File: config.mk
export PLATFORM = sky130hd
export DESIGN_NAME = qau_queue
export DESIGN_NICKNAME = d
export VERILOG_FILES = /design/src/hdl/qau_pkg.sv /design/src/hdl/qau_queue.sv
export SDC_FILE = /design/constraint.sdc
export NUM_CORES = 1
export LEC_CHECK = 0
export BUFFER_PORTS_ARGS = -buffer_cell sky130_fd_sc_hd__buf_2
export CAP_MARGIN = 20
export CORE_MARGIN = 3
export CORE_UTILIZATION = 30
export DETAILED_ROUTE_END_ITERATION = 10
export SETUP_SLACK_MARGIN = 0.15
export SLEW_MARGIN = 10
export SYNTH_ARGS = -nofsm -noshare
export SYNTH_HDL_FRONTEND = slang
export SYNTH_SLANG_ARGS = --single-unit
export TNS_END_PERCENT = 30
File: constraint.sdc
create_clock -name i_clk -period 9.9 [get_ports i_clk]
set_input_delay 0.495 -clock i_clk [delete_from_list [all_inputs] [get_ports i_clk]]
set_output_delay 0.495 -clock i_clk [all_outputs]
set_load 0.01 [all_outputs]
File: src/hdl/qau_pkg.sv
// qau_pkg: shared types, opcodes and constant tables of the quaternion unit
// depends on nothing; imported by every module of the block
`timescale 1ns / 1ps
`default_nettype none

package qau_pkg;

    // word width of every quaternion component field
    localparam int WORD_BITS = 32;

    // opcodes
    localparam logic [3:0] OP_ADD   = 4'd0;
    localparam logic [3:0] OP_MUL   = 4'd1;
    localparam logic [3:0] OP_CONJ  = 4'd2;
    localparam logic [3:0] OP_INV   = 4'd3;
    localparam logic [3:0] OP_MAG   = 4'd4;
    localparam logic [3:0] OP_NORM  = 4'd5;
    localparam logic [3:0] OP_ROTQ  = 4'd6;
    localparam logic [3:0] OP_ROTV  = 4'd7;
    localparam logic [3:0] OP_IROTV = 4'd8;

    // request and result payloads
    typedef struct packed {
        logic        [3:0]           opcode;
        logic signed [WORD_BITS-1:0] a_x;
        logic signed [WORD_BITS-1:0] a_y;
        logic signed [WORD_BITS-1:0] a_z;
        logic signed [WORD_BITS-1:0] a_w;
        logic signed [WORD_BITS-1:0] b_x;
        logic signed [WORD_BITS-1:0] b_y;
        logic signed [WORD_BITS-1:0] b_z;
        logic signed [WORD_BITS-1:0] b_w;
    } t_req;

    typedef struct packed {
        logic signed [WORD_BITS-1:0] r_x;
        logic signed [WORD_BITS-1:0] r_y;
        logic signed [WORD_BITS-1:0] r_z;
        logic signed [WORD_BITS-1:0] r_w;
        logic                        saturated;
        logic                        norm_skipped;
    } t_rsp;

    // operation class decided by the front end
    typedef enum logic [3:0] {
        CL_NONE, CL_ADD, CL_MUL, CL_CONJ, CL_INV,
        CL_MAG, CL_NORM, CL_ROTQ, CL_ROTV, CL_IROTV
    } t_cls;

    // queue entry
    typedef struct packed {
        t_cls cls;
        t_req req;
    } t_qitem;

    // back end sequencer
    typedef enum logic [3:0] {
        ST_IDLE, ST_MAC, ST_DRAIN, ST_FIN, ST_SQRT, ST_SQFIN,
        ST_DSET, ST_DIV, ST_DIVFIN, ST_DONE
    } t_state;

    // which product or sum the multiply-accumulate pass builds
    typedef enum logic [2:0] {
        PH_HAB, PH_HBA, PH_HPQ, PH_SSA, PH_SSB, PH_ROT1, PH_ROT2
    } t_phase;

    // hamilton product terms, indexed {component, term}: left, right, negate
    localparam logic [1:0] HAM_L [16] = '{
        2'd3, 2'd2, 2'd0, 2'd1,
        2'd3, 2'd0, 2'd1, 2'd2,
        2'd3, 2'd0, 2'd1, 2'd2,
        2'd3, 2'd0, 2'd1, 2'd2
    };
    localparam logic [1:0] HAM_R [16] = '{
        2'd0, 2'd1, 2'd3, 2'd2,
        2'd1, 2'd2, 2'd3, 2'd0,
        2'd2, 2'd1, 2'd0, 2'd3,
        2'd3, 2'd0, 2'd1, 2'd2
    };
    localparam logic HAM_N [16] = '{
        1'b0, 1'b1, 1'b0, 1'b0,
        1'b0, 1'b1, 1'b0, 1'b0,
        1'b0, 1'b0, 1'b1, 1'b0,
        1'b0, 1'b1, 1'b1, 1'b1
    };

    // next and second-next vector axis, cyclic over x y z
    function automatic logic [1:0] axis_nxt1(input logic [1:0] i);
        logic [1:0] r;
        case (i)
            2'd0:    r = 2'd1;
            2'd1:    r = 2'd2;
            default: r = 2'd0;
        endcase
        return r;
    endfunction

    function automatic logic [1:0] axis_nxt2(input logic [1:0] i);
        logic [1:0] r;
        case (i)
            2'd0:    r = 2'd2;
            2'd1:    r = 2'd0;
            default: r = 2'd1;
        endcase
        return r;
    endfunction

endpackage

`default_nettype wire

File: src/hdl/qau_queue.sv
// qau_queue: small request queue between front end and back end
// depends on qau_pkg
`timescale 1ns / 1ps
`default_nettype none

module qau_queue #(
    parameter int DEPTH = 4
) (
    input  wire logic          i_clk,
    input  wire logic          i_rst_n,
    input  wire logic          i_push,
    input  qau_pkg::t_qitem    i_item,
    output logic               o_full,
    output logic               o_vld,
    output qau_pkg::t_qitem    o_item,
    input  wire logic          i_pop
);
    import qau_pkg::*;

    localparam int AW = (DEPTH > 1) ? $clog2(DEPTH) : 1;
    localparam int CW = $clog2(DEPTH + 1);

    t_qitem          r_mem [DEPTH];
    logic [AW-1:0]   r_wp, r_rp, n_wp, n_rp;
    logic [CW-1:0]   r_cnt, n_cnt;
    logic            w_wr, w_rd;

    assign o_full = (r_cnt == CW'(DEPTH));
    assign o_vld  = (r_cnt != '0);
    assign o_item = r_mem[r_rp];
    assign w_wr   = i_push & ~o_full;
    assign w_rd   = i_pop & o_vld;

    // pointer wrap and fill count
    always_comb begin
        n_wp  = r_wp;
        n_rp  = r_rp;
        n_cnt = r_cnt;
        if (w_wr) begin
            n_wp = (r_wp == AW'(DEPTH - 1)) ? '0 : r_wp + 1'b1;
        end
        if (w_rd) begin
            n_rp = (r_rp == AW'(DEPTH - 1)) ? '0 : r_rp + 1'b1;
        end
        if (w_wr && !w_rd) begin
            n_cnt = r_cnt + 1'b1;
        end else if (w_rd && !w_wr) begin
            n_cnt = r_cnt - 1'b1;
        end
    end

    always_ff @(posedge i_clk) begin
        if (!i_rst_n) begin
            r_wp  <= '0;
            r_rp  <= '0;
            r_cnt <= '0;
        end else begin
            r_wp  <= n_wp;
            r_rp  <= n_rp;
            r_cnt <= n_cnt;
        end
        if (w_wr) begin
            r_mem[r_wp] <= i_item;
        end
    end

endmodule

`default_nettype wire

==> run summary <==
Status: complete, no violations
Remaining antenna violation count: 0
Root Buffer: clkbuf_16
Vias per std cell: 4.49
Syn Nets: 1705
Final worst slack: 5360 ps
Mux contribution to synthesized area: 0.154
Ys flop type: edfxtp_1
Clock slew at reported path FFs: 70 ps
Synth Area per Inst: 27.2 um^2
First-pass GRT wire length: 128 mm
CTS Buf Count: 109
Post-DP HPWL: 50.9 mm
Post-CTS Setup Inserts: 0
Vias in the first global route: 20200
Async S/R FF share, synth: 0
Cell Area, Synth: 38900 um^2
Worst Tran Pin Value: 1070 ps
Warnings from Yosys: 0
Setup violations, final: 0
Synth Instances: 1430
Routability Congestion: 0.768
Clk Latency, worst-skew pair: 720 ps
Design area: 49500 um^2
CP max stage cell: dfxtp_4
Hold Path Class: in2reg
Final wirelength: 84.1 mm
Post-synth top area share: 0.816
Number of core rows: 131
WL/cell: 20.4 um
PwrDens: 251 nW/um^2
Placed Area: 43200 um^2
CP peak stage delay: 970 ps
CP Data Arrival Time: 4050 ps
Clock buffer depth: 3
Multi-input gate area: 6230 um^2
Synth Area in Simple Gates: 0.00267
Place WS: 5900 ps
Total grt overflow: 0
Peak VDD IR: 0.250 mV
Gr usage total: 0.125
Setup crit start kind: register
Rel. slew slack: 0.285
Hold Vio Cnt, Final: 0
Crit path top cell by count: buf_4
Crit-path cells: buf_4 -> buf_4 -> mux4_2 -> buf_2
P_leak: 16.4 nW
Biggest area consumer among synthesized cells: edfxtp_1
Nets: 2572
Largest net degree at the start of global routing: 120
Required @ worst endpoint: 9410 ps
Synth cell count leaders: 1056 x edfxtp_1, 264 x mux4_2, 29 x buf_12
Post-synthesis adder-cell area fraction: 0.00245
Port bufs: 533
Layout cell share with drive strength beyond 1: 0.412
Initial DRC count: 1314
Post-synthesis compound-gate area fraction: 0.000773
Synth area leaders: edfxtp_1 82%, mux4_2 15%, buf_12 1.5%
Initial antenna violation count: 13
Final Max Slew Viols: 0
Clock skew: 24.8 ps
DIE AREA: 134000 um^2
Ports: 534
Fillers: 11400
Post-synth EDFFs: 1056
Initial Util: 0.304
Main combinational cell family by area after synthesis: multiplexers
Post-synthesis cell type count: 23
Die Ht: 366 um
Synth-to-layout area growth: 27.4%
Post-Synth XOR/XNOR Area: 0.000451
Crit path time final: 4540 ps
Count leader, synth: edfxtp_1
Via count: 18500
Core Area: 128000 um^2
Register area share after synthesis: 0.821
Clock Sinks: 1065
RSZ-0062 raised after global routing: false
Crit Path Max Fanout: 65
H-tree levels: 3
CP endpoint kind: primary output
Die width: 366 um
CTS tree: built
Sum Neg Setup Slack: 0 ps
1st-pass router iterations: 6
Fmax: 220 MHz
DRC Markers: 0
Critical path type: reg2out
Yosys reg bits: 1065
Max-cap violation count: 0
Storage element area: 31900 um^2
Fin crit share: 0.459
per-layer routing:
metal / vias up / share of wire / GRT usage
met3: 135 / 0.086 / 0.0496
li1: 7997 / - / -
met2: 621 / 0.49 / 0.205
met1: 9740 / 0.40 / 0.153
met5: - / 0.00075 / 0
met4: 10 / 0.023 / 0.0341
kinds of logic after synthesis:
| family | Yosys count |
|---|---|
| DFF | 1065 |
| muxes | 267 |
| and+or+nand+nor | 20 |
| adders and majority gates | 7 |
| AOI/OAI and AO/OA | 5 |
| buffers and inverters | 64 |
| xor gates and xnor gates | 2 |
flip-flops by register name, indices dropped and copies added, names as in the netlist, named ones only:
name and count:
r_wp 2, r_mem 1056, r_cnt 3, r_rp 2
final timing paths:
| check | startpoint | endpoint | slack (ps) | depth (start not counted) |
|---|---|---|---|---|
| setup / recovery | register | o_item[127] | 5360 | 4 |
| hold / removal | i_rst_n | r_wp[1] | 140 | 3 |
| setup reg to reg | r_cnt[0] | r_mem[1][103] | 6030 | 5 |
| hold reg to reg | r_wp[1] | r_wp[1] | 510 | 2 |
stage by stage:
stage | utilization | total power [W] | hold WS, ps | std cells
3_5_place_dp | 0.337 | 0.00838 | 500 | 3651
3_3_place_gp | 0.337 | 0.00833 | 480 | 3651
2_1_floorplan | - | 0.00759 | 468 | 1430
5_1_grt | 0.387 | 0.0130 | 74.9 | 4120
4_1_cts | 0.387 | 0.0126 | 36.1 | 4114
6_report | 0.387 | 0.0124 | 143 | 4123
report_power, final:
| group | switching (W) | total, W | internal, W |
|---|---|---|---|
| combinational | 0.00143 | 0.00266 | 0.00123 |
| clock | 0.00168 | 0.00413 | 0.00245 |
| sequential | 0.000154 | 0.00565 | 0.00550 |
| total | 0.00326 | 0.0124 | 0.00917 |
critical path, delay by kind of cell (launching register included):
| kind | cells | cell delay (ps) |
|---|---|---|
| buffers and inverters | 3 | 1720 |
| flip-flops | 1 | 970 |
| multiplexers | 1 | 450 |
repair_timing:
item | 4_1_cts | 5_1_grt
gates resized for setup | 0 | 0
endpoints found under the hold margin | 1056 | 0
hold buffers | 264 | 0
area by class of cell:
type,count,area share
diodes,9,0.000455
clock buffers,129,0.0575
clock inverters,70,0.0161
inverters,3,0.000227
multi-input cells,301,0.126
flip-flops and latches,1065,0.644
well taps,1729,0.0437
repair buffers,817,0.112
layout by cell type (no fill, tap or decap), types with 3 or more instances in the layout:
cell and n:
clkinvlp_4 3, buf_4 14, inv_1 3, inv_6 5, dfxtp_1 7, mux4_2 264, clkbuf_1 18, dlygate4sd3_1 264
buf_2 533, o21ai_0 3, buf_12 6, edfxtp_1 1056, clkinv_1 22, and2_4 4, nand2_1 6, clkinv_2 19
mux2i_1 3, clkbuf_16 111, diode_2 9, bufinv_16 15, ha_1 6
Power figures use the tool's default switching activity.
