`config.mk`:
```
export PLATFORM = sky130hd
export DESIGN_NAME = qau_front
export DESIGN_NICKNAME = d
export VERILOG_FILES = /design/src/hdl/qau_pkg.sv /design/src/hdl/qau_front.sv
export SDC_FILE = /design/constraint.sdc
export NUM_CORES = 1
export LEC_CHECK = 0
export BUFFER_PORTS_ARGS = -buffer_cell sky130_fd_sc_hd__buf_2
export CAP_MARGIN = 10
export CORE_AREA = 5 5 202 204
export DETAILED_ROUTE_END_ITERATION = 8
export DIE_AREA = 0 0 207 209
export PLACE_DENSITY_LB_ADDON = 0.2
export SYNTH_ARGS = -nofsm -noshare
export SYNTH_HDL_FRONTEND = slang
export SYNTH_SLANG_ARGS = --single-unit
```
`constraint.sdc`:
```
create_clock -name i_clk -period 13.9 [get_ports i_clk]
set_input_delay 1.39 -clock i_clk [delete_from_list [all_inputs] [get_ports i_clk]]
set_output_delay 1.39 -clock i_clk [all_outputs]
set_load 0.03 [all_outputs]
```
`src/hdl/qau_pkg.sv`:
```
// qau_pkg: shared types, opcodes and constant tables of the quaternion unit
// depends on nothing; imported by every module of the block
`timescale 1ns / 1ps
`default_nettype none

package qau_pkg;

    // word width of every quaternion component field
    localparam int WORD_BITS = 32;

    // opcodes
    localparam logic [3:0] OP_ADD   = 4'd0;
    localparam logic [3:0] OP_MUL   = 4'd1;
    localparam logic [3:0] OP_CONJ  = 4'd2;
    localparam logic [3:0] OP_INV   = 4'd3;
    localparam logic [3:0] OP_MAG   = 4'd4;
    localparam logic [3:0] OP_NORM  = 4'd5;
    localparam logic [3:0] OP_ROTQ  = 4'd6;
    localparam logic [3:0] OP_ROTV  = 4'd7;
    localparam logic [3:0] OP_IROTV = 4'd8;

    // request and result payloads
    typedef struct packed {
        logic        [3:0]           opcode;
        logic signed [WORD_BITS-1:0] a_x;
        logic signed [WORD_BITS-1:0] a_y;
        logic signed [WORD_BITS-1:0] a_z;
        logic signed [WORD_BITS-1:0] a_w;
        logic signed [WORD_BITS-1:0] b_x;
        logic signed [WORD_BITS-1:0] b_y;
        logic signed [WORD_BITS-1:0] b_z;
        logic signed [WORD_BITS-1:0] b_w;
    } t_req;

    typedef struct packed {
        logic signed [WORD_BITS-1:0] r_x;
        logic signed [WORD_BITS-1:0] r_y;
        logic signed [WORD_BITS-1:0] r_z;
        logic signed [WORD_BITS-1:0] r_w;
        logic                        saturated;
        logic                        norm_skipped;
    } t_rsp;

    // operation class decided by the front end
    typedef enum logic [3:0] {
        CL_NONE, CL_ADD, CL_MUL, CL_CONJ, CL_INV,
        CL_MAG, CL_NORM, CL_ROTQ, CL_ROTV, CL_IROTV
    } t_cls;

    // queue entry
    typedef struct packed {
        t_cls cls;
        t_req req;
    } t_qitem;

    // back end sequencer
    typedef enum logic [3:0] {
        ST_IDLE, ST_MAC, ST_DRAIN, ST_FIN, ST_SQRT, ST_SQFIN,
        ST_DSET, ST_DIV, ST_DIVFIN, ST_DONE
    } t_state;

    // which product or sum the multiply-accumulate pass builds
    typedef enum logic [2:0] {
        PH_HAB, PH_HBA, PH_HPQ, PH_SSA, PH_SSB, PH_ROT1, PH_ROT2
    } t_phase;

    // hamilton product terms, indexed {component, term}: left, right, negate
    localparam logic [1:0] HAM_L [16] = '{
        2'd3, 2'd2, 2'd0, 2'd1,
        2'd3, 2'd0, 2'd1, 2'd2,
        2'd3, 2'd0, 2'd1, 2'd2,
        2'd3, 2'd0, 2'd1, 2'd2
    };
    localparam logic [1:0] HAM_R [16] = '{
        2'd0, 2'd1, 2'd3, 2'd2,
        2'd1, 2'd2, 2'd3, 2'd0,
        2'd2, 2'd1, 2'd0, 2'd3,
        2'd3, 2'd0, 2'd1, 2'd2
    };
    localparam logic HAM_N [16] = '{
        1'b0, 1'b1, 1'b0, 1'b0,
        1'b0, 1'b1, 1'b0, 1'b0,
        1'b0, 1'b0, 1'b1, 1'b0,
        1'b0, 1'b1, 1'b1, 1'b1
    };

    // next and second-next vector axis, cyclic over x y z
    function automatic logic [1:0] axis_nxt1(input logic [1:0] i);
        logic [1:0] r;
        case (i)
            2'd0:    r = 2'd1;
            2'd1:    r = 2'd2;
            default: r = 2'd0;
        endcase
        return r;
    endfunction

    function automatic logic [1:0] axis_nxt2(input logic [1:0] i);
        logic [1:0] r;
        case (i)
            2'd0:    r = 2'd2;
            2'd1:    r = 2'd0;
            default: r = 2'd1;
        endcase
        return r;
    endfunction

endpackage

`default_nettype wire

```
`src/hdl/qau_front.sv`:
```
// qau_front: request capture and opcode classification
// depends on qau_pkg; feeds qau_queue
`timescale 1ns / 1ps
`default_nettype none

module qau_front (
    input  wire logic          i_clk,
    input  wire logic          i_rst_n,
    input  wire logic          start,
    input  qau_pkg::t_req      i_req,
    output logic               busy,
    output logic               o_push,
    output qau_pkg::t_qitem    o_item,
    input  wire logic          i_full
);
    import qau_pkg::*;

    logic   r_vld, n_vld;
    t_qitem r_item;
    t_cls   w_cls;
    logic   w_acc;

    // opcode decode
    always_comb begin
        unique case (i_req.opcode)
            OP_ADD:   w_cls = CL_ADD;
            OP_MUL:   w_cls = CL_MUL;
            OP_CONJ:  w_cls = CL_CONJ;
            OP_INV:   w_cls = CL_INV;
            OP_MAG:   w_cls = CL_MAG;
            OP_NORM:  w_cls = CL_NORM;
            OP_ROTQ:  w_cls = CL_ROTQ;
            OP_ROTV:  w_cls = CL_ROTV;
            OP_IROTV: w_cls = CL_IROTV;
            default:  w_cls = CL_NONE;
        endcase
    end

    // hold stage: stalls only when the queue is full
    assign busy   = r_vld & i_full;
    assign o_push = r_vld & ~i_full;
    assign o_item = r_item;
    assign w_acc  = start & ~busy;
    assign n_vld  = w_acc | (r_vld & i_full);

    always_ff @(posedge i_clk) begin
        if (!i_rst_n) begin
            r_vld <= 1'b0;
        end else begin
            r_vld <= n_vld;
        end
        if (w_acc) begin
            r_item <= '{cls: w_cls, req: i_req};
        end
    end

endmodule

`default_nettype wire

```
==> out/metrics.csv <==
stage,metric,value,unit
grt,antenna_found_initial,3,
setup_path,cp.arrival,1860,ps
clocking,cts_buffer_depth,3,
clocking,clk_latency,540,ps
hold_path,hp-start,r_vld,
floorplan,core_area,39090,um^2
clocking,cts_setup_buffers,0,
outcome,status,"complete, no violations",
yosys,synth_area_leaders,"edfxtp_1 98%, ha_1 0.47%, dfxtp_1 0.25%",
placed_design,port_buffers,529,
setup_path,setup.worst_path.start_class,input pin,
route,wire_per_inst,17.63,um
grt,grt_use_met3,4.654,%
timing,timing.final.crit_share,23.35,%
clocking,cts-resized-gates,0,
floorplan,die_w,207,um
yosys,seq_area_frac_synth,98.51,%
yosys,synthesis.area,8068,um^2
finish,syn_to_final_growth,53.12,%
placed_design,dp.cells,1340,
setup_path,crit_path_end_kind,output port,
route,routed_wl,24640,um
setup_path,reg2reg_from,r_vld,
grt,grt_pass1_wl,34880,um
yosys,synth_top_cell_by_area,edfxtp_1,
timing,drv_slew,0,
setup_path,r2r_cells,4,
hold_path,min_to,r_vld,
timing,rsz0062_at_grt,false,
yosys,synth_cell_types,13,
timing,max_freq,308.1,MHz
grt,top_usage_layer,met2,
yosys,syn_avg_cell_area,28.61,um^2
timing,skew,11.42,ps
setup_path,critical_path_class,input pin to output port,
grt,grt_max_degree,83,
clocking,cts.sinks,265,
power_and_ir_drop,power_frac_comb,10.6,%
placed_design,post-place-ws,10130,ps
floorplan,row_count,73,
setup_path,cp_max_fo,2,
clocking,path_clk_slew,60,ps
grt,gr-usage-all-layers,10.57,%
timing,fin_setup_tns,0,ps
finish,drive_gt1_share,66.32,%
floorplan,pin_count,530,
route,viasPerCell,3.558,
power_and_ir_drop,switching_share,24.21,%
timing,finalHoldViolCount,0,
timing,relSlewSlack,30.10,%
finish,stdcell_count,1397,
setup_path,r2r_slack,11370,ps
placed_design,place.gp.congestion,0.8119,
yosys,syn-num-nets,549,
hold_path,worstHoldPathType,flop to flop,
power_and_ir_drop,clkPwrFrac,39.5,%
yosys,synth_warnings,0,
setup_path,timing.rr.end,o_item[144],
power_and_ir_drop,leakagePower,5.192,nW
route,ant_nets,0,
power_and_ir_drop,seq_power_share,50.0,%
floorplan,start_util,20.64,%
finish,postLayoutCoreUtil,31.60,%
run,drv_cap,0,
route,num_vias,4971,
grt,globalRouteMet1Util,11.65,%
yosys,ys_ff_latch,265,
power_and_ir_drop,cellPowerDensity,153.6,nW/um^2
power_and_ir_drop,ir_drop,95.12,uV
clocking,hold_buffers,0,
grt,grt-ovfl-total,0,
grt,grt_pass1_vias,5394,
power_and_ir_drop,p_int,0.001438,W
timing,timing.final.ws_setup,10650,ps
yosys,synth.top_cell.area_share,98.26,%
hold_path,hold_depth,2,
timing,period_minus_slack,3246,ps
clocking,cts-htree-levels,1,
route,drc_errors,0,
power_and_ir_drop,switchingPower,0.0004592,W
setup_path,cp.required,12510,ps
grt,met2_usage,18.35,%
clocking,cts_tree,built,
floorplan,die_height,209,um
floorplan,die-area,43260,um^2
clocking,cts_buffers,30,
placed_design,dp_hpwl,19200,um
route,drt_iter0_markers,177,
timing,worst_pin_slew,1049,ps
finish,final_nets,1114,
route,dr.pass1.iters,4,
timing,final-setup-viol-count,0,
clocking,cts_root_buf,clkbuf_16,
yosys,synthCells,282,
-- logic make-up (layout without fill, tap and decap cells) --
family	count (synthesis)	in the layout	synth area share, %
AOI/OAI and AO/OA	4	4	0.2791
adders and majority gates	3	3	0.4653
buffers and inverters	2	590	0.09309
DFF	265	265	98.51
other	0	2	0
and+or+nand+nor	8	8	0.6514
-- flip-flops by register name, indices dropped and copies added (netlist names) --
signal / cells
r_vld: 1
o_item: 264
-- metal layers --
metal | vias to the layer above | wire [um]
met3 | 45 | 2556
met1 | 2357 | 8972
li1 | 2282 | -
met4 | 4 | 588
met5 | - | 27
met2 | 283 | 12490
-- power groups by stage --
| stage | logic [W] | clock network [W] | registers (W) |
|---|---|---|---|
| finish | 0.000201 | 0.000749 | 0.000947 |
| floorplan | 0.0000160 | 0 | 0.00107 |
| global placement | 0.000205 | 0 | 0.000964 |
| CTS | 0.000205 | 0.000782 | 0.000948 |
| global route | 0.000212 | 0.000818 | 0.000951 |
| detailed placement | 0.000205 | 0 | 0.000964 |
-- area by class of cell --
cell class,count,area [um^2]
antenna,2,5.005
clock buffer,40,809.5
clock inverter,15,128.9
fill,3978,26740
inverter,2,7.507
multi-input combinational,15,120.1
sequential,265,7948
tap,525,656.9
timing repair buffer,533,2678
-- cell usage in the layout (no fill, tap or decap) --
master	n
o21ai_0	2
clkinv_4	1
ha_1	3
buf_4	4
clkinv_1	4
diode_2	2
buf_2	529
inv_1	2
dfxtp_1	1
nor2b_4	1
clkbuf_16	31
nand3b_1	1
nand2_1	1
nor2b_1	1
and2b_1	1
edfxtp_1	264
clkinv_2	6
nand2b_1	2
clkinvlp_4	2
clkbuf_1	9
o21a_1	1
a21oi_1	1
bufinv_16	2
and2_4	1
-- critical path, cell delays in order --
cell     delay [ps]
buf_2           100
and2b_1         170
buf_2           190
-- per-stage QoR --
| stage | power, W | cell area (um^2) | hold WS (ps) |
|---|---|---|---|
| floorplan | 0.001084 | 8070 | 639.1 |
| global placement | 0.001169 | 11410 | 598.9 |
| detailed placement | 0.001170 | 11410 | 604.9 |
| CTS | 0.001935 | 12350 | 627.2 |
| global route | 0.001981 | 12350 | 664.1 |
| finish | 0.001897 | 12350 | 629.7 |
-- synthesized netlist by cell type --
cell / n
ha_1: 3
and2b_1: 1
o21ai_0: 2
nand3b_1: 1
edfxtp_1: 264
inv_1: 2
nand2b_1: 2
nand2_1: 1
o21a_1: 1
and2_4: 1
dfxtp_1: 1
a21oi_1: 1
nor2b_1: 2
-- how the worst max path moves through the flow --
stage | from | end | slack, ps
finish | i_full | o_push | 10650
global route | i_full | o_item[144] | 10590
CTS | i_full | o_push | 10650
detailed placement | i_full | o_item[146] | 10130
global placement | i_full | o_item[146] | 10140
floorplan | i_full | o_item[0] | 4960
No activity file was read; power rests on OpenSTA's default activity.
